===== src/design/pftt_pkg.sv =====
package pftt_pkg;

  localparam int MAX_FLOWS = 64;
  localparam int CONN_BITS = 16;

  localparam int FLOW_W  = 6;
  localparam int TIME_W  = 64;
  localparam int TAG_W   = 16;
  localparam int STORE_W = (CONN_BITS < TAG_W) ? CONN_BITS : TAG_W;
  localparam int IDX_W   = (MAX_FLOWS > 1) ? $clog2(MAX_FLOWS) : 1;
  localparam int CNT_W   = $clog2(MAX_FLOWS + 1);
  localparam int ENTRY_W = 2 * TIME_W + STORE_W;

  typedef enum logic [1:0] {
    REQ_TIME   = 2'd0,
    REQ_ADD    = 2'd1,
    REQ_REMOVE = 2'd2,
    REQ_STOP   = 2'd3
  } req_e;

  typedef enum logic [1:0] {
    ST_IDLE,
    ST_SCAN,
    ST_FLUSH
  } state_e;

  typedef struct packed {
    logic               hit;
    logic               flush;
    logic [FLOW_W-1:0]  flow;
    logic [STORE_W-1:0] conn;
  } tick_evt_t;

  typedef struct packed {
    logic hit_ok;
    logic flush_done;
  } buf_stat_t;

endpackage


===== src/design/pftt_if.sv =====


interface pftt_tick_if import pftt_pkg::*; ();
  logic              valid;
  logic              ready;
  logic [FLOW_W-1:0] tick_flow;
  logic [TAG_W-1:0]  tick_conn;
  logic              last_tick;

  modport source (output valid, tick_flow, tick_conn, last_tick, input ready);
  modport sink   (input valid, tick_flow, tick_conn, last_tick, output ready);
endinterface


===== src/design/pftt_tick_buf.sv =====
module pftt_tick_buf import pftt_pkg::*; (
  input  logic       clk_i,
  input  logic       rst_ni,
  input  tick_evt_t  evt_i,
  output buf_stat_t  stat_o,
  pftt_tick_if.source tick_o
);

  logic               pend_vld_q, pend_vld_d;
  logic [FLOW_W-1:0]  pend_flow_q, pend_flow_d;
  logic [STORE_W-1:0] pend_conn_q, pend_conn_d;
  logic               out_vld_q, out_vld_d;
  logic [FLOW_W-1:0]  out_flow_q, out_flow_d;
  logic [STORE_W-1:0] out_conn_q, out_conn_d;
  logic               out_last_q, out_last_d;
  logic               out_free;

  assign out_free = !out_vld_q || tick_o.ready;
  assign stat_o.hit_ok = !(pend_vld_q && !out_free);
  assign stat_o.flush_done = evt_i.flush && (!pend_vld_q || out_free);

  always_comb begin
    pend_vld_d  = pend_vld_q;
    pend_flow_d = pend_flow_q;
    pend_conn_d = pend_conn_q;
    out_vld_d   = out_vld_q && !tick_o.ready;
    out_flow_d  = out_flow_q;
    out_conn_d  = out_conn_q;
    out_last_d  = out_last_q;
    if (evt_i.hit && stat_o.hit_ok) begin
      if (pend_vld_q) begin
        out_vld_d  = 1'b1;
        out_flow_d = pend_flow_q;
        out_conn_d = pend_conn_q;
        out_last_d = 1'b0;
      end
      pend_vld_d  = 1'b1;
      pend_flow_d = evt_i.flow;
      pend_conn_d = evt_i.conn;
    end else if (evt_i.flush && pend_vld_q && out_free) begin
      out_vld_d  = 1'b1;
      out_flow_d = pend_flow_q;
      out_conn_d = pend_conn_q;
      out_last_d = 1'b1;
      pend_vld_d = 1'b0;
    end
  end

  always_ff @(posedge clk_i or negedge rst_ni) begin
    if (!rst_ni) begin
      pend_vld_q <= 1'b0;
      out_vld_q  <= 1'b0;
    end else begin
      pend_vld_q <= pend_vld_d;
      out_vld_q  <= out_vld_d;
    end
  end

  always_ff @(posedge clk_i) begin
    pend_flow_q <= pend_flow_d;
    pend_conn_q <= pend_conn_d;
    out_flow_q  <= out_flow_d;
    out_conn_q  <= out_conn_d;
    out_last_q  <= out_last_d;
  end

  assign tick_o.valid     = out_vld_q;
  assign tick_o.tick_flow = out_flow_q;
  assign tick_o.tick_conn = TAG_W'(out_conn_q);
  assign tick_o.last_tick = out_last_q;

endmodule


===== src/flat_wrapper.sv =====
// flat-port wrapper written by rule: the top's interface ports become plain ports
module pftt_tick_buf_flat import pftt_pkg::*;
  (clk_i, rst_ni, evt_i, stat_o, tick_o_valid, tick_o_tick_flow, tick_o_tick_conn, tick_o_last_tick, tick_o_ready);
  pftt_tick_if tick_o_i ();
  input  logic clk_i;
  input  logic rst_ni;
  input  tick_evt_t evt_i;
  output buf_stat_t stat_o;
  output wire logic [$bits(tick_o_i.valid)-1:0] tick_o_valid;
  output wire logic [$bits(tick_o_i.tick_flow)-1:0] tick_o_tick_flow;
  output wire logic [$bits(tick_o_i.tick_conn)-1:0] tick_o_tick_conn;
  output wire logic [$bits(tick_o_i.last_tick)-1:0] tick_o_last_tick;
  input wire logic [$bits(tick_o_i.ready)-1:0] tick_o_ready;
  assign tick_o_valid = tick_o_i.valid;
  assign tick_o_tick_flow = tick_o_i.tick_flow;
  assign tick_o_tick_conn = tick_o_i.tick_conn;
  assign tick_o_last_tick = tick_o_i.last_tick;
  assign tick_o_i.ready = tick_o_ready;
  pftt_tick_buf u_core (.clk_i(clk_i), .rst_ni(rst_ni), .evt_i(evt_i), .stat_o(stat_o), .tick_o(tick_o_i));
endmodule

===== config.mk =====
export PLATFORM = sky130hd
export DESIGN_NAME = pftt_tick_buf_flat
export DESIGN_NICKNAME = d
export VERILOG_FILES = /design/src/design/pftt_pkg.sv /design/src/design/pftt_if.sv /design/src/design/pftt_tick_buf.sv /design/src/flat_wrapper.sv
export SDC_FILE = /design/constraint.sdc
export NUM_CORES = 1
export LEC_CHECK = 0
export ABC_AREA = 1
export ABC_CLOCK_PERIOD_IN_PS = 1700
export BUFFER_PORTS_ARGS = -buffer_cell sky130_fd_sc_hd__buf_2
export CAP_MARGIN = 20
export CORE_UTILIZATION = 40
export DETAILED_ROUTE_END_ITERATION = 16
export PLACE_DENSITY_LB_ADDON = 0.3
export SLEW_MARGIN = 20
export SYNTH_ARGS = -nofsm -noshare
export SYNTH_HDL_FRONTEND = slang
export SYNTH_SLANG_ARGS = --single-unit

===== constraint.sdc =====
create_clock -name clk_i -period 1.7 [get_ports clk_i]
set_input_delay 0.255 -clock clk_i [delete_from_list [all_inputs] [get_ports clk_i]]
set_output_delay 0.255 -clock clk_i [all_outputs]
set_load 0.02 [all_outputs]

* Yosys cells after proc, flatten, opt, wreduce, memory -nomap -nowiden *
Index checks and enable logic that the tools add are counted.

storage, ports and cells
  logic and storage cells = 37
  input bits = 27
  output and inout bits = 26
  bits in registers = 47

cells by class
  multiplexer cells = 14
  reduce and logical (&&, ||, !) cells = 15
  equal/unequal tests = 1

operators with widths
  operator              count
  $mux W16              3
  $mux W6               3
  $mux W1               8
  $logic_and A1 B1 Y1   6
  $logic_not A1 Y1      5
  $logic_or A1 B1 Y1    2
  $ne A2 B1 Y1 const B  1
  $reduce_and A2 Y1     1
  $reduce_bool A2 Y1    1

* Longest topological paths before layout *
Gate-level depths: netlist of the first run.

  depth in word-level cells = 8
  mapped depth = 5
  gate-level depth less buffers = 5

* Least setup slack after synthesis of the first run *
Ideal clock, no wire load.

  path type = reg2reg
  from = register u_core.out_vld_q, in the netlist u_core.tick_o.valid
  to = register u_core.out_last_q, in the netlist u_core.tick_o.last_tick, enable pin
  cell stages (with the launch flop) = 4
  path buffers = 0
  arrival = 1.588 ns
  library setup time = 0.403 ns
  path slack = -0.291 ns
  required time = 1.297 ns
  clock period less this slack = 1.991 ns
  cells stage by stage = dfrtp_1 -> inv_2 -> nor2_4 -> nor2_1

between the ends
  longest elaborated chain between the ends = 8
  elaborated cells on any way between the ends = 10
  those cells by class = 1 x eq/ne; 9 x reduce/logical

ends and longest elaborated chain
  item                                                                 RTL line             text
  from (decl)                                                          pftt_tick_buf.sv:12  logic out_vld_q, out_vld_d;
  from (signal assigned)                                               pftt_tick_buf.sv:55  out_vld_q <= out_vld_d;
  $logic_not A1 Y1 (*)                                                 pftt_tick_buf.sv:18  assign out_free = !out_vld_q || tick_o.ready;
  $logic_or A1 B1 Y1 (*)                                               pftt_tick_buf.sv:18
  $logic_not A1 Y1                                                     pftt_tick_buf.sv:19  assign stat_o.hit_ok = !(pend_vld_q && !out_free);
  $logic_and A1 B1 Y1                                                  pftt_tick_buf.sv:19
  $logic_not A1 Y1                                                     pftt_tick_buf.sv:19
  $logic_and A1 B1 Y1                                                  pftt_tick_buf.sv:30  if (evt_i.hit && stat_o.hit_ok) begin
  $ne A2 B1 Y1 (no line) / $reduce_bool A2 Y1 (equally long branches)  n/a
  $reduce_and A2 Y1 (no line) (*)                                      n/a
  to (signal assigned)                                                 pftt_tick_buf.sv:64  out_last_q <= out_last_d;
  to (decl)                                                            pftt_tick_buf.sv:15  logic out_last_q, out_last_d;

Every way passes the cells marked *; elsewhere a longest branch is shown, timed or not.
A chain may end at the register's enable or synchronous reset.

==> results of run 1 <==
-- per-stage QoR --
stage	cell area [um^2]	hold WS [ns]	instances	util, %	power, mW
global route	1910	0.121	168	55.6	2.41
CTS	1910	0.133	168	55.6	2.33
floorplan	1490	-0.0406	61	-	1.62
detailed placement	1830	0.0447	160	53.0	1.75
finish	1910	0.142	168	55.6	2.31
global placement	1830	0.0391	160	53.0	1.74
-- worst max path at each step --
| stage | start | to | slack [ns] |
|---|---|---|---|
| 2_1_floorplan | u_core.tick_o.valid | u_core.tick_o.last_tick | 0.09 |
| 3_3_place_gp | u_core.tick_o.valid | u_core.pend_flow_q[1] | 0.42 |
| 3_5_place_dp | u_core.tick_o.valid | u_core.pend_conn_q[11] | 0.36 |
| 4_1_cts | u_core.tick_o.valid | stat_o[0] | 0.27 |
| 5_1_grt | u_core.tick_o.valid | stat_o[0] | 0.18 |
| 6_report | u_core.tick_o.valid | stat_o[0] | 0.29 |
-- layer usage --
layer,up-vias,GRT usage [%],share of wire [%]
li1,348,-,-
met1,342,12.9,41
met2,38,17.3,49
met3,2,5.29,8.7
met4,0,6.69,0.94
met5,-,0,0
-- worst max-delay path: cells and delay by family, from the launching register on --
kind	cells	cell delay, ns
buf+inv	3	0.24
flops	1	0.37
simple gates	3	0.27
-- area by class of cell --
class / instances / area, um^2 / area share [%]
sequential: 47 / 1400 / 73.3
clock inverter: 2 / 8.76 / 0.458
tap: 46 / 57.6 / 3.01
multi-input combinational: 9 / 67.6 / 3.53
clock buffer: 5 / 68.8 / 3.60
timing repair buffer: 54 / 290 / 15.2
inverter: 5 / 18.8 / 0.981
-- kinds of logic after synthesis --
logic type      share of synthesized area (%)
flops                                    94.4
simple gates                             3.20
buf+inv                                  1.26
compound gates                           1.18
-- registers in the layout, summed over array words and instances, names as in the netlist --
| register | flops |
|---|---|
| u_core.tick_o.valid | 1 |
| u_core.pend_vld_q | 1 |
| u_core.tick_o.tick_flow | 6 |
| u_core.tick_o.last_tick | 1 |
| u_core.tick_o.tick_conn | 16 |
| u_core.pend_conn_q | 16 |
| u_core.pend_flow_q | 6 |
-- power groups by stage --
| stage | registers (mW) | logic, mW | clock network [mW] |
|---|---|---|---|
| after floorplan | 1.54 | 0.0765 | 0 |
| after global placement | 1.46 | 0.281 | 0 |
| after detailed placement | 1.46 | 0.287 | 0 |
| after CTS | 1.44 | 0.289 | 0.609 |
| after global routing | 1.44 | 0.306 | 0.658 |
| final | 1.43 | 0.284 | 0.591 |
-- cells in the final DEF, fill, tap and decap left out, types with 2 or more instances in the layout --
| cell | n |
|---|---|
| inv_2 | 2 |
| edfxtp_1 | 45 |
| clkbuf_8 | 5 |
| o21ai_0 | 2 |
| inv_1 | 3 |
| nand2_4 | 2 |
| buf_2 | 52 |
| dfrtp_1 | 2 |
-- timing repair --
action	in CTS	in global routing
setup buffers	0	0
hold buffers	1	0
hold endpoints to repair	2	0
==> metrics.yaml, run 1 <==
status:
  status: "complete, no violations"
floorplanning:
  row_count: 21
  die_w_um: 62.9
  ios: 53
  initial_utilization_pct: 43.1
  fp.dieH_um: 62.9
  dieArea_um2: 3960
  core_um2: 3440
timing:
  setup_viol: 0
  tns_ns: 0
  period_share_pct: 83.1
  skew_ns: 0.00239
  relSlewSlack_pct: 70.3
  rsz0062_at_grt: "false"
  fin_crit_ns: 1.41
  worst_slack_ns: 0.288
  fmaxAchievable_ghz: 0.708
  hold_violations: 0
  drv_slew: 0
  tightest_slew_ns: 0.445
clock_network:
  cts_tree: "yes"
  cts.repair.resized: 0
  clkTransAtPathRegs_ns: 0.08
  ctsRootBufferMaster: "clkbuf_8"
  clk_latency_ns: 0.28
  clockBufferDepth: 2
  cts.sinks: 47
  cts_buffers: 5
  htreeDepth: 2
finish:
  diodes: 0
  nets: 149
  fill_cells: 283
  area_delta_synth_final_pct: 28.8
  drive_gt1_share_pct: 54.1
power_and_ir_drop:
  ir_worst_vdd_mv: 0.517
  sw_frac_of_total_pct: 23.2
  pwr-share-comb_pct: 12.3
  power.share.clock_pct: 25.6
  internal-power_mw: 1.77
  pwr-share-seq_pct: 62.1
  leakagePower_nw: 0.768
  power.switching_uw: 536
  p_per_area_nw_per_um2: 1210
setup_path:
  rr_worst_depth: 5
  path_max_fanout: 3
  crit_path_max_incr_delay_ns: 0.37
  reg2reg_slack_ns: 0.36
  path_class: "flip-flop to primary output"
  startpoint_type: "flip-flop"
  cp_cell_sequence: "inv_2, nor2_4, nand2_4, nand2_1, inv_1, buf_2"
  end_kind: "primary output"
  r2r-start: "u_core.tick_o.valid"
  slowest_stage: "dfrtp_1"
  required_ns: 1.44
  arrival_ns: 1.16
  rr_endpoint: "u_core.pend_conn_q[6]"
drt:
  drtPass1Iterations: 4
  dr_total_vias: 730
  routed_wl_mm: 2.03
  wl_per_cell_um: 12.1
  ant_nets: 0
  routed_via_density: 4.35
  drc: 0
  drtIter0Drc: 37
place:
  io_buffers: 52
  post-place-ws_ns: 0.364
  hpwlAfterDp_mm: 1.42
  gp_congestion: 0.627
grt:
  track_usage_pct: 11.3
  antenna_found_initial: 0
  grt_max_degree: 24
  grt_first_pass_wirelength_mm: 3.17
  grt_pass1_vias: 709
  grt_overflow: 0
worst_hold_path:
  hold-path-cell-count: 1
  hold_path_class: "input port to flip-flop"
  holdCritStartpoint: "evt_i[5]"
  whs_endpoint: "u_core.pend_conn_q[5]"
logic_synthesis:
  synth_top_area_share_pct: 91.0
  yosysWarnings: 0
  synth-edff-count: 45
  yosysMostFrequentCell: "edfxtp_1"
  syn_avg_cell_area_um2: 24.3
  ys_seq_area_share_pct: 94.4
  netlist_instances: 61
  yosys_register_bits: 47
  ys.flop_type: "edfxtp_1"
  async_reset_ff_share_pct: 4.26
  ys_types: 11
  syn_nets: 88
  syn_area_um2: 1490
  yosysTopAreaCell: "edfxtp_1"
  synth_common_cells: "45 x edfxtp_1, 3 x inv_1"
  synth_top_cells_by_area: "edfxtp_1 91%, dfrtp_1 3.4%, nand2_4 1.5%"
job:
  cap_violations: 0
Power figures use the tool's default switching activity.
==> inputs of run 2 (changes only) <==
--- a/config.mk
+++ b/config.mk
@@ -5,8 +5,8 @@
 export SDC_FILE = /design/constraint.sdc
 export NUM_CORES = 1
 export LEC_CHECK = 0
-export ABC_AREA = 1
-export ABC_CLOCK_PERIOD_IN_PS = 1700
+export ABC_AREA = 0
+export ABC_CLOCK_PERIOD_IN_PS = 1300
 export BUFFER_PORTS_ARGS = -buffer_cell sky130_fd_sc_hd__buf_2
 export CAP_MARGIN = 20
 export CORE_UTILIZATION = 40
==> constraint.sdc (replaced) <==
create_clock -name clk_i -period 1.3 [get_ports clk_i]
set_input_delay 0.195 -clock clk_i [delete_from_list [all_inputs] [get_ports clk_i]]
set_output_delay 0.195 -clock clk_i [all_outputs]
set_load 0.02 [all_outputs]
==> metrics.yaml, run 2 <==
finish:
  layout_common_cells: "51 x buf_2, 45 x edfxtp_1, 5 x clkbuf_8"
  final_common_cell: "buf_2"
  fill_cells: 255
  drive_gt1_share_pct: 54.8
  nets: 150
  area_delta_synth_final_pct: 33.9
  diodes: 0
worst_hold_path:
  hold_path_class: "input port to flip-flop"
floorplanning:
  core_um2: 3440
  die_w_um: 62.7
  row_count: 21
  initial_utilization_pct: 42.9
  dieArea_um2: 3940
  fp.dieH_um: 62.7
  ios: 53
clock_network:
  cts.sinks: 47
  clk_latency_ns: 0.29
  clkTransAtPathRegs_ns: 0.08
  ctsRootBufferMaster: "clkbuf_8"
  cts_buffers: 5
  clockBufferDepth: 2
  cts_tree: "yes"
  htreeDepth: 2
place:
  post-place-ws_ns: 0.0929
  io_buffers: 52
  gp_congestion: 0.645
grt:
  grt_pass1_vias: 658
  grt_max_degree: 24
  track_usage_pct: 11.6
  met1_usage_pct: 12.8
  antenna_found_initial: 0
  grt_overflow: 0
  grt_first_pass_wirelength_mm: 3.13
  globalRouteMet2Util_pct: 17.9
  grt_busiest_layer: "met2"
  grt_use_met3_pct: 6.02
logic_synthesis:
  syn_area_um2: 1480
  yosys_register_bits: 47
  async_reset_ff_share_pct: 4.26
  yosysMostFrequentCell: "edfxtp_1"
  ys.flop_type: "edfxtp_1"
  syn_nets: 86
  netlist_instances: 59
  ys_types: 12
  yosysTopAreaCell: "edfxtp_1"
  synth-edff-count: 45
  synth_common_cells: "45 x edfxtp_1, 2 x dfrtp_1, 2 x nand2_1, 2 x nor2_1"
  synth_top_cells_by_area: "edfxtp_1 92%, dfrtp_1 3.4%, nand3b_4 1.4%"
  synth_top_area_share_pct: 91.6
  syn_avg_cell_area_um2: 25.0
  ys_seq_area_share_pct: 95.0
  yosysWarnings: 0
setup_path:
  path_max_fanout: 4
  end_kind: "primary output"
  path_class: "flip-flop to primary output"
  required_ns: 1.11
  arrival_ns: 1.07
  reg2reg_slack_ns: 0.06
  startpoint_type: "flip-flop"
drt:
  dr_total_vias: 740
  drtIter0Drc: 23
  drc: 0
  drtPass1Iterations: 4
  routed_wl_mm: 2.12
  wl_per_cell_um: 12.5
  ant_nets: 0
  routed_via_density: 4.35
timing:
  hold_violations: 0
  fmaxAchievable_ghz: 0.789
  worst_slack_ns: 0.0333
  finalHoldWorstSlack_ns: 0.0759
  tns_ns: 0
  skew_ns: 0.00622
  period_share_pct: 97.4
  setup_viol: 0
  fin_crit_ns: 1.27
  drv_slew: 0
  tightest_slew_ns: 0.267
  relSlewSlack_pct: 82.1
  rsz0062_at_grt: "true"
job:
  cap_violations: 0
power_and_ir_drop:
  p_per_area_nw_per_um2: 1520
  ir_worst_vdd_mv: 0.591
  leakagePower_nw: 0.777
status:
  status: "complete, no violations"
run 2: timing repair:
| action | in CTS | in global routing |
|---|---|---|
| hold buffers | 1 | 0 |
| pin swaps | 0 | 2 |
| endpoints found under the setup margin | 1 | 1 |
| endpoints found under the hold margin | 2 | 0 |
| gates resized for setup | 2 | 1 |
| buffers inserted | 1 | 1 |
run 2: worst paths after layout:
check,cells after the start,endpoint,start
max in group asynchronous,2,u_core.pend_vld_q,rst_ni
worst min-delay path,1,u_core.pend_conn_q[11],evt_i[11]
worst max-delay path,3,stat_o[0],u_core.tick_o.valid
worst max register to register,3,u_core.pend_conn_q[0],u_core.pend_vld_q
min in group asynchronous,2,u_core.tick_o.valid,rst_ni
worst min register to register,0,u_core.tick_o.tick_flow[3],u_core.pend_flow_q[3]
run 2: cells by family after synthesis:
logic type	after synthesis	synth area share [%]
AOI/OAI and AO/OA	3	1.10
and+or+nand+nor	8	3.65
DFF	47	95.0
buffers and inverters	1	0.254
run 2: metal layers:
metal | routed length (um) | vias to the layer above
met1 | 816 | 344
met3 | 132 | 4
li1 | - | 357
met4 | 37 | 0
met2 | 1140 | 35
met5 | 0 | -
run 2: report_power, final:
group | internal (mW) | switching, mW | leakage, nW
logic | 0.139 | 0.215 | 0.287
registers | 1.82 | 0.0372 | 0.450
clock network | 0.366 | 0.423 | 0.0403
run 2: stage by stage:
step	power (mW)	std cells	instance area, um^2	utilization (%)
after floorplan	2.06	59	1500	-
after global placement	2.21	159	1860	54.1
after detailed placement	2.23	159	1860	54.1
after CTS	3.01	169	1970	57.1
after global routing	3.11	170	1980	57.4
final	3.00	170	1980	57.4
run 2: area by class of cell:
| class | count | area [um^2] | share of cell area [%] |
|---|---|---|---|
| Clock buffer | 6 | 72.6 | 3.67 |
| Clock inverter | 2 | 7.51 | 0.380 |
| Inverter | 1 | 3.75 | 0.190 |
| Multi-Input combinational cell | 11 | 98.8 | 5.00 |
| Sequential cell | 47 | 1400 | 71.1 |
| Tap cell | 46 | 57.6 | 2.91 |
| Timing Repair Buffer | 57 | 332 | 16.8 |
run 2: critical path: stages (launching register included):
cell and delay, ns:
dfrtp_2 0.44, nand3b_4 0.09, and2_4 0.14, buf_6 0.11
