**src/design/pftt_ram.sv**
```systemverilog
module pftt_ram #(
  parameter int WIDTH = 8,
  parameter int DEPTH = 16,
  parameter int ADDR_W = (DEPTH > 1) ? $clog2(DEPTH) : 1
) (
  input  logic              clk_i,
  input  logic              we_i,
  input  logic [ADDR_W-1:0] waddr_i,
  input  logic [WIDTH-1:0]  wdata_i,
  input  logic              re_i,
  input  logic [ADDR_W-1:0] raddr_i,
  output logic [WIDTH-1:0]  rdata_o
);

  logic [WIDTH-1:0] mem [DEPTH];
  logic [WIDTH-1:0] rdata_q;

  always_ff @(posedge clk_i) begin
    if (we_i) begin
      mem[waddr_i] <= wdata_i;
    end
    if (re_i) begin
      rdata_q <= mem[raddr_i];
    end
  end

  assign rdata_o = rdata_q;

endmodule

```
**config.mk**
```make
export PLATFORM = sky130hd
export DESIGN_NAME = pftt_ram
export DESIGN_NICKNAME = d
export VERILOG_FILES = /design/src/design/pftt_ram.sv
export SDC_FILE = /design/constraint.sdc
export NUM_CORES = 1
export LEC_CHECK = 0
export BUFFER_PORTS_ARGS = -buffer_cell sky130_fd_sc_hd__buf_2
export CORE_ASPECT_RATIO = 1.75
export CORE_UTILIZATION = 30
export DETAILED_ROUTE_END_ITERATION = 6
export PLACE_DENSITY_LB_ADDON = 0.08
export SETUP_SLACK_MARGIN = 0.2
export SLEW_MARGIN = 0
export SYNTH_ARGS = -nofsm -noshare
export SYNTH_HDL_FRONTEND = slang
export SYNTH_SLANG_ARGS = --single-unit
```
**constraint.sdc**
```tcl
create_clock -name clk_i -period 1.8 [get_ports clk_i]
set_clock_uncertainty 0.1 [all_clocks]
set_input_delay 0.09 -clock clk_i [delete_from_list [all_inputs] [get_ports clk_i]]
set_output_delay 0.09 -clock clk_i [all_outputs]
set_load 0.02 [all_outputs]
```
Word level (Yosys, flattened, before mapping):

Memory sizes are Yosys's and may differ from the RTL's. A register that Yosys moved wholly into a read port is not among the register bits.
Cells that the tools add are included.

* register bits: 0
* memory bits (writable): 128
* input port bits: 19
* output and inout bits: 8
* memories kept: 1

* muxes and demuxes: 2

Memories
* mem: depth 16, width 8, rd ports 1, clocked after memory_dff 1, write ports 1, line 15 `logic [WIDTH-1:0] mem [DEPTH];`

Operators with widths (number)
* 2-to-1 mux 1 bit: 2

Depth between registers and ports, before layout:

Gate-level depths: netlist (run 1).

* depth in word-level cells: 2
* depth in mapped cells: 5
* depth with buffers taken out: 3

Worst setup path after synthesis (run 1):

No wires, ideal clock.

* path type: input to register
* from: input port waddr_i[2]
* to: memory mem[0][0], enable pin
* setup time: 0.383 ns
* arrival time: 1.200 ns
* data required time: 1.317 ns
* path slack: 0.117 ns
* cell stages on the path: 2
* cell sequence: or3b_2 > nor3_1

RTL lines
* start, declared: line 8 `input logic [ADDR_W-1:0] waddr_i,`
* end, declared: line 15

Straight into the memory's write port.

==> metrics, run 1 <==
Clock Power Share=0.469; Die W=roughly 100 µm; number of max-cap violations=0; crit path from=mem[1][0]$_DFFE_PP_; Synth Instances=between 200 and 250; fin crit period=1.56 ns; Hold Violations, Final=0; Max Fclk=~0.64 GHz; DR iter-0 viols=between 60 and 70; post-detail-place hpwl=between 7 and 8 mm; Mapped Avg Cell Area=about 23 µm²; Initial Util=0.307; Post-Synth Adder-Cell Area=0; CP Class=flip-flop to flip-flop; Synth Cell Area=between 5000 and 6000 µm²; vias=between 2000 and 2500; layout cells sized above 1=0.357; library cells used by synthesis=18; worst-skew pair later-pin latency=just over 0.4 ns; CTS tree=yes; compound-cell area share of the yosys netlist=0.0230; R2R Setup Slk=around 0.24 ns; wirelength, routed=11.5 mm; pwr/cell area=1150 nW/µm²; Root Driver=clkbuf_16; fin cells=between 500 and 600; Leak Pwr=2.18 nW; CTS sink cnt=approximately 140; Antenna Nets Post-Route=0; GR Util All Layers=0.144; H-tree levels=4; unrepaired setup endpoints after global routing=no; # DRC=0; gr ovfl total=0; placed cells=500; I/O pins=27; Rel. slew slack=0.670; Gate power share=0.052; core area=17000 µm²; # rows=63; die height=about 180 µm; number of inserted diodes=0; sequential share of power=0.479; cts bufs inserted=17; Tot Pwr=about 7.5 mW; Synth-to-Final Area Change=24.8%; GP Congestion=approximately 0.7; vias in the first global route=around 2800; Setup crit end=rdata_o[0]$_DFFE_PP_; clock buffer depth=2; DRT Pass-1 Iters=4; mux cell area share after synthesis=0.148; setup_tns=0 ns; vias per cell=4.53; CP required=~1.9 ns; Synth Area in XOR/XNOR=0; main combinational cell family by area after synthesis=multiplexers; status=finished clean; Post-Syn Nets=248; final setup violation count=0; area share of the largest cell type after synthesis=0.781; sequential element share of the synthesized area=0.781; CP Data Arrival Time=approximately 1.6 ns; Ys Warns=0; Max VDD drop=~0.50 mV; reg2reg path depth=3; Int Power=5.92 mW; CP max FO=1; Slew @ Worst Pin=roughly 0.5 ns; pre-CTS WS=0.0115 ns; Hold Path Class=primary input to flip-flop; Synth Register Bits=136; die area=~18000 µm²; top cell type by total area after synthesis=edfxtp_1; Worst Setup End Kind=flip-flop; IO Port Bufs=26; Final WS setup=about 0.24 ns; largest net degree at the start of global routing=17; global-route wire length before repair=about 18 mm; final period utilization=0.866; WL per Instance=around 21 µm; Final Max Tran Viols=0; Psw=roughly 1.6 mW; Synth Area in Simple Gates=0.0314; Worst-path clk slew=about 0.06 ns; Fillers=between 1500 and 2000; switching fraction of total power=0.208; crit path launch type=flip-flop; Reg2Reg Capture Point=rdata_o[0]$_DFFE_PP_; nets@finish=between 300 and 400; antenna violations before repair=0; largest cells by area after synthesis=edfxtp_1 (78%), mux4_2 (7.8%), mux4_1 (7.0%); RR Startpoint=mem[1][0]$_DFFE_PP_
-- synth_stat cells (all sizes together) --
cell type	n
a22oi	16
and2	1
and2b	1
buf	7
clkdlybuf4s25	3
edfxtp	136
mux4	32
nand2	9
nand2b	2
nand3	1
nand3b	2
nor2	13
nor2b	1
nor3	4
or3b	1
-- through the flow --
step / hold WS (ns) / util / area, µm²
floorplan: 0.0889 / - / 5230
global placement: 0.381 / 0.341 / 5810
detailed placement: 0.377 / 0.341 / 5810
CTS: 0.133 / 0.382 / 6500
global route: 0.156 / 0.383 / 6520
finish: 0.150 / 0.383 / 6520
-- power groups by stage --
stage	combinational [mW]	sequential [mW]	clock (mW)
detailed placement	0.377	3.65	0
CTS	0.394	3.59	3.60
floorplan	0.180	3.67	0
global placement	0.376	3.65	0
finish	0.389	3.59	3.51
global route	0.426	3.59	3.72
-- registers in the layout (all words and copies together), names as in the netlist --
| signal | count |
|---|---|
| mem | 128 |
| rdata_o | 8 |
-- per-layer routing --
| metal | wire length (µm) | GRT usage | vias up |
|---|---|---|---|
| met5 | 0 | 0 | - |
| met4 | 163 | 0.0562 | 0 |
| met3 | 210 | 0.0284 | 9 |
| met2 | 6460 | 0.260 | 38 |
| met1 | 4650 | 0.163 | 1282 |
| li1 | - | - | 1121 |
-- final cells by class --
type                       count  area (µm²)  area share
multi-input combinational     83        1080       0.166
clock buffer                  18         429      0.0658
sequential                   136        4080       0.626
clock inverter                14         173      0.0265
timing repair buffer          63         468      0.0717
tap                          227         284      0.0435
-- kinds of logic (layout without fill, tap and decap cells) --
family	after synthesis	in the layout
multiplexers	32	32
AND/OR/NAND/NOR	35	35
AO/OA/AOI/OAI	16	16
buffers and inverters	10	95
flip-flops	136	136
-- how the worst min path moves through the flow --
stage / startpoint / endpoint / depth (start not counted)
2_1_floorplan: wdata_i[0] / mem[0][0]$_DFFE_PP_ / 0
3_3_place_gp: wdata_i[2] / mem[5][2]$_DFFE_PP_ / 1
3_5_place_dp: re_i / rdata_o[2]$_DFFE_PP_ / 1
4_1_cts: waddr_i[0] / mem[4][0]$_DFFE_PP_ / 3
5_1_grt: waddr_i[0] / mem[4][0]$_DFFE_PP_ / 3
6_report: waddr_i[0] / mem[4][0]$_DFFE_PP_ / 3
-- cell usage in the layout, fill, tap and decap left out, types with 2 or more instances in the layout --
cell | synthesis | routed
buf_2 | 3 | 26
edfxtp_1 | 136 | 136
mux4_2 | 18 | 20
dlygate4sd3_1 | 0 | 9
clkinvlp_4 | 0 | 4
buf_12 | 0 | 3
nand2b_1 | 2 | 2
a22oi_1 | 16 | 10
clkinv_4 | 0 | 2
mux4_1 | 14 | 12
inv_6 | 0 | 3
a22oi_2 | 0 | 6
nand3b_1 | 2 | 2
nand2_1 | 9 | 9
clkbuf_16 | 0 | 17
bufinv_16 | 0 | 3
nor2_1 | 13 | 13
buf_4 | 1 | 25
nor3_1 | 4 | 3
-- timing repair --
item | in CTS | in global routing
pin swaps | 0 | 1
gates resized for setup | 1 | 7
endpoints found under the setup margin | 1 | 6
gates cloned | 0 | 0
hold endpoints to repair | 125 | 0
hold buffers | 9 | 0
setup buffers | 0 | 0
-- worst max-delay path, cell delays in order (launching register included) --
cell      delay [ns]
edfxtp_1        0.35
mux4_1          0.54
a22oi_2         0.22
nand2_1         0.10
Note: power is estimated with default switching activity, not from simulation.
==> inputs of run 2 (changes only) <==
--- a/config.mk
+++ b/config.mk
@@ -5,6 +5,7 @@
 export SDC_FILE = /design/constraint.sdc
 export NUM_CORES = 1
 export LEC_CHECK = 0
+export ABC_AREA = 1
 export BUFFER_PORTS_ARGS = -buffer_cell sky130_fd_sc_hd__buf_2
 export CORE_ASPECT_RATIO = 1.75
 export CORE_UTILIZATION = 30
==> run 2 against run 1 <==
Utilization fell by 2.1 points. Routed wire length rose by 38%. Combinational power rose by 24%. Sequential cell count did not move. Via count rose by 55%. Sequential share of layout area fell by 3.6 points. Register-to-register slack improved by 0.31 ns. Die area rose by 12%. Cell area rose by 6.1%. Largest cell class unchanged. Highest routed layer unchanged.
==> metrics, run 2 <==
unrepaired setup endpoints after global routing=no; main combinational cell family by area after synthesis=simple AND/OR/NAND/NOR gates; Root Driver=clkbuf_16; Antenna Nets Post-Route=0; Max Fclk=between 0.7 and 0.8 GHz; global-route wire length before repair=23.8 mm; layout cells sized above 1=0.124; number of inserted diodes=0; Gate power share=0.065; fin cells=852; Biggest register=mem; max incr delay on CP=between 0.3 and 0.4 ns; most frequent cells in the layout=nand2_1 (173), edfxtp_1 (136), inv_1 (100), nand3_1 (97), buf_2 (26); Clock Power Share=0.454; Rel. slew slack=0.573; compound-cell area share of the yosys netlist=0; EDFF count, synth=about 140; WL per Instance=18.6 µm; Worst Setup End Kind=flip-flop; Max VDD drop=around 0.52 mV; CP cell instances=inv_1 -> nand2_1 -> nand3_1 -> nand3_1 -> nand3_1 -> nand2_1; Die W=between 100 and 150 µm; cts bufs inserted=17; top cell type by total area after synthesis=edfxtp_1; Mapped Avg Cell Area=10.6 µm²; Synth Area in XOR/XNOR=0; CTS tree=yes; largest net degree at the start of global routing=65; area share of the largest cell type after synthesis=0.698; setup_tns=0 ns; Int Power=approximately 6 mW; Synth Cell Area=around 5800 µm²; IO Port Bufs=26; WP buf/inv=1; most used cell, CP=nand3_1; ys async rst share=0; Post-Synth Adder-Cell Area=0; main flop type after synthesis=edfxtp_1; CP Data Arrival Time=1.32 ns; Slew @ Worst Pin=0.639 ns; die area=20100 µm²; post-layout instance area=6920 µm²; DRT Pass-1 Iters=4; CTS sink cnt=around 140; Post-CTS Setup Inserts=0; Post-CTS Hold Buffers=2; H-tree levels=4; mux cell area share after synthesis=0; Worst-path clk slew=about 0.060 ns; Synth-to-Final Area Change=18.3%; Post-synth top cells=nand2_1 (173), edfxtp_1 (136), inv_1 (100); I/O pins=27; sequential element share of the synthesized area=0.698; wirelength, routed=approximately 16 mm; final period utilization=0.695; pwr/cell area=~1100 nW/µm²; placed cells=approximately 800; Synth Area in Simple Gates=0.208; CTS resizes=0; Synth Register Bits=approximately 140; final setup violation count=0; gr ovfl total=0; status=finished clean; vias in the first global route=about 3800; max FFs per register=about 130; Final WS setup=between 0.5 and 0.6 ns; post-detail-place hpwl=between 10 and 15 mm; Core Util, Final=0.362; fin crit period=roughly 1.3 ns; number of max-cap violations=0; switching fraction of total power=0.216; worst-skew pair later-pin latency=between 0.4 and 0.5 ns; DR iter-0 viols=162; Ys Warns=0; count leader, synth=nand2_1; Initial Util=0.306; antenna violations before repair=0; CP required=1.87 ns; crit path launch type=flip-flop; sequential share of power=0.482; Psw=1.61 mW; # DRC=0; Post-Syn Nets=570; Cell Area, Placed=between 6000 and 7000 µm²; Hold Path Class=primary input to flip-flop; clock buffer depth=2; Leak Pwr=around 3.0 nW; largest cells by area after synthesis=edfxtp_1 (70%), nand2_1 (11%), nand3_1 (8.3%); CP max FO=1; pre-CTS WS=around 0.23 ns; GP Congestion=between 0.7 and 0.8; CP Class=flip-flop to flip-flop; core area=~19000 µm²; die height=between 150 and 200 µm; vias=3807; most common cell after layout, fill and taps aside=nand2_1; Final Max Tran Viols=0; family with the most delay on the worst path=simple AND/OR/NAND/NOR gates; GR Util All Layers=0.171; vias per cell=about 4.5; CP max-delay cell=edfxtp_1; # rows=between 60 and 70; Hold Violations, Final=0; Synth Instances=551; library cells used by synthesis=11; nets@finish=617
run 2: cell types whose count changed in the layout (fill, tap and decap cells not counted), moves of 7 or more:
cell,before,now
mux4_1,12,0
nand2_1,9,173
dlygate4sd3_1,9,2
nand3_1,1,97
inv_1,0,100
mux4_2,20,0
a22oi_1,10,0
run 2: worst register-to-register path, delay by kind of cell, from the launching register on:
family        cells  cell delay, ns
buf+inv           1            0.06
flops             1            0.35
simple gates      5            0.51
run 2: metal layers:
layer	track usage	routed length, µm	vias up
li1	-	-	1876
met1	0.200	6490	1832
met2	0.302	8610	78
met3	0.0318	368	21
met4	0.0701	397	0
met5	0	0	-
run 2: cell families (layout without fill, tap and decap cells):
family,after synthesis,after routing
simple gates,289,289
flops,136,136
buf+inv,126,186
run 2: path summary, 6_finish.rpt:
kind,from,end,slack (ns),depth (start not counted)
worst min-delay path,wdata_i[6],mem[6][6]$_DFFE_PP_,0.02,1
worst max register to register,mem[1][1]$_DFFE_PP_,rdata_o[1]$_DFFE_PP_,0.55,6
worst min register to register,mem[12][1]$_DFFE_PP_,rdata_o[1]$_DFFE_PP_,0.64,6
worst max-delay path,mem[1][1]$_DFFE_PP_,rdata_o[1]$_DFFE_PP_,0.55,6
run 2: layout make-up:
class	count	area (µm²)
inverters	102	383
repair buffers	52	368
clock buffers	19	433
clock inverters	13	135
multi-input cells	289	1210
well taps	241	302
fillers	1980	12200
flip-flops and latches	136	4080
run 2: power by group through the flow:
stage / clock [mW] / sequential [mW] / combinational (mW)
6_report: 3.38 / 3.59 / 0.483
5_1_grt: 3.58 / 3.59 / 0.538
4_1_cts: 3.46 / 3.59 / 0.501
3_5_place_dp: 0 / 3.66 / 0.496
3_3_place_gp: 0 / 3.66 / 0.495
2_1_floorplan: 0 / 3.67 / 0.250
run 2: through the flow:
stage / total power [mW] / hold WS [ns]
floorplan: 3.92 / 0.0889
finish: 7.45 / 0.0236
global route: 7.71 / 0.0253
detailed placement: 4.15 / 0.353
global placement: 4.15 / 0.366
CTS: 7.55 / 0.0281
==> inputs of run 3 (changes only) <==
--- a/config.mk
+++ b/config.mk
@@ -5,7 +5,7 @@
 export SDC_FILE = /design/constraint.sdc
 export NUM_CORES = 1
 export LEC_CHECK = 0
-export ABC_AREA = 1
+export ABC_AREA = 0
 export BUFFER_PORTS_ARGS = -buffer_cell sky130_fd_sc_hd__buf_2
 export CORE_ASPECT_RATIO = 1.75
 export CORE_UTILIZATION = 30
==> constraint.sdc (replaced) <==
create_clock -name clk_i -period 1.09 [get_ports clk_i]
set_clock_uncertainty 0.1 [all_clocks]
set_input_delay 0.0545 -clock clk_i [delete_from_list [all_inputs] [get_ports clk_i]]
set_output_delay 0.0545 -clock clk_i [all_outputs]
set_load 0.02 [all_outputs]
==> run 3 against run 2 <==
The flow now finishes with violations (setup timing). Total power up 61%. Routed wire length down 23%. Register-to-register slack worse by 0.99 ns. Final cell count down 34%. Sequential power up 65%. Largest power group unchanged.
==> metrics, run 3 (same netlist as run 1, synthesis figures left out) <==
status=finished, violations left; failing checks=setup timing; Slew @ Worst Pin=between 1 and 1.5 ns; final period utilization=1.41; gr ovfl total=0; Worst-path clk slew=around 0.060 ns; die height=roughly 180 µm; post-layout instance area=between 7000 and 8000 µm²; DR iter-0 viols=~150; Antenna Nets Post-Route=0; CTS tree=yes; CP Class=flip-flop to flip-flop; Root Driver=clkbuf_16; max FFs per register=about 130; number of inserted diodes=0; Reg2Reg Capture Point=rdata_o[1]$_DFFE_PP_; CP cell instances=mux4_2 -> a22oi_2 -> nand2_1; WP buf/inv=0; cts bufs inserted=17; nets@finish=approximately 340; most common cell after layout, fill and taps aside=edfxtp_1; Worst Setup End Kind=flip-flop; global-route wire length before repair=between 15 and 20 mm; worst-skew pair later-pin latency=between 0.4 and 0.5 ns; Hold Crit Start=waddr_i[2]; unrepaired setup endpoints after global routing=yes; Cell Area, Placed=6280 µm²; CP max FO=1; wirelength, routed=around 12 mm; R2R Setup Slk=-0.44 ns; Final Max Tran Viols=0; reg2reg path depth=3; clock buffer depth=2; # rows=63; I/O pins=27; WL per Instance=21.9 µm; H-tree levels=4; Initial Util=0.307; vias=2540; GR Util All Layers=0.155; Biggest register=mem; CP max-delay cell=mux4_2; layout cells sized above 1=0.480; Rel. slew slack=0.296; Synth-to-Final Area Change=35.1%; CP Data Arrival Time=between 1.5 and 2 ns; Hold Violations, Final=0; hold path cells=4; WHS Endpoint=mem[2][2]$_DFFE_PP_; max incr delay on CP=around 0.48 ns; most frequent cells in the layout=edfxtp_1 (136), mux4_2 (32), buf_12 (23), buf_4 (21), clkbuf_16 (17); # DRC=0; DRT Pass-1 Iters=4; GP Congestion=just under 0.7; antenna violations before repair=0; number of max-cap violations=0; fin crit period=roughly 1.5 ns; vias per cell=~4.5; crit path launch type=flip-flop; Max VDD drop=1.02 mV; die area=~18000 µm²; Hold Path Class=primary input to flip-flop; post-detail-place hpwl=between 8 and 9 mm; IO Port Bufs=26; final setup violation count=13; CP required=between 1 and 1.5 ns; vias in the first global route=2887; Max Fclk=~0.65 GHz; Final WS setup=-0.443 ns; family with the most delay on the worst path=multiplexers; largest net degree at the start of global routing=23; pwr/cell area=about 1700 nW/µm²; Leak Pwr=roughly 2.3 nW; Die W=102 µm; CTS sink cnt=~140; core area=roughly 17000 µm²; RR Startpoint=mem[3][1]$_DFFE_PP_; setup_tns=-3.27 ns
## run 3: cell types whose count changed in the layout (fill, tap and decap cells not counted), moves of 16 or more
cell     previous run  this run
nand2_1           173         8
nand3_1            97         0
mux4_2              0        32
inv_1             100         0
buf_12              3        23
nor2_1             17         1
## run 3: cell type report
| cell class | instances | area, µm² |
|---|---|---|
| timing repair buffer | 84 | 961 |
| multi-input combinational | 83 | 1200 |
| clock inverter | 12 | 105 |
| clock buffer | 18 | 429 |
| tap | 227 | 284 |
| sequential | 136 | 4080 |
| fill | 1558 | 9970 |
## run 3: per-layer routing
layer,share of wire,GRT usage
met5,0,0
met1,0.38,0.170
met2,0.56,0.278
met4,0.025,0.0664
met3,0.030,0.0407
## run 3: power by group
part	switching (mW)	leakage (nW)	total (mW)	internal, mW
combinational	0.430	0.841	0.860	0.430
clock	2.09	0.253	5.18	3.10
sequential	0.0348	1.24	5.93	5.89
total	2.55	2.33	12.0	9.42
## run 3: worst max path at each step
| stage | start | to | depth (start not counted) |
|---|---|---|---|
| after floorplan | mem[3][0]$_DFFE_PP_ | rdata_o[0]$_DFFE_PP_ | 3 |
| after CTS | mem[3][1]$_DFFE_PP_ | rdata_o[1]$_DFFE_PP_ | 3 |
| after global placement | raddr_i[0] | rdata_o[4]$_DFFE_PP_ | 6 |
| after global routing | mem[3][1]$_DFFE_PP_ | rdata_o[1]$_DFFE_PP_ | 3 |
| after detailed placement | raddr_i[0] | rdata_o[4]$_DFFE_PP_ | 6 |
| final | mem[3][1]$_DFFE_PP_ | rdata_o[1]$_DFFE_PP_ | 3 |
## run 3: worst min-delay path, cell delays in order
cell and delay, ns:
buf_6 0.07, or3b_4 0.16, nor2_4 0.04, buf_12 0.14
## run 3: per-stage QoR
step / hold slack, ns / util / worst slack (ns) / total power [mW] / std cells
floorplan: 0.0534 / - / -0.276 / 6.42 / 229
global placement: 0.349 / 0.369 / -0.703 / 6.82 / 517
detailed placement: 0.348 / 0.369 / -0.678 / 6.83 / 517
CTS: 0.124 / 0.413 / -0.451 / 12.1 / 560
global route: 0.121 / 0.415 / -0.502 / 12.4 / 560
finish: 0.140 / 0.415 / -0.443 / 12.0 / 560
## run 3: what timing repair did
action,4_1_cts,5_1_grt
resized for setup,19,10
setup buffers,4,0
pin swaps,6,5
setup endpoints to repair,72,67
endpoints found under the hold margin,136,0
gates cloned,0,0
hold buffers,9,0
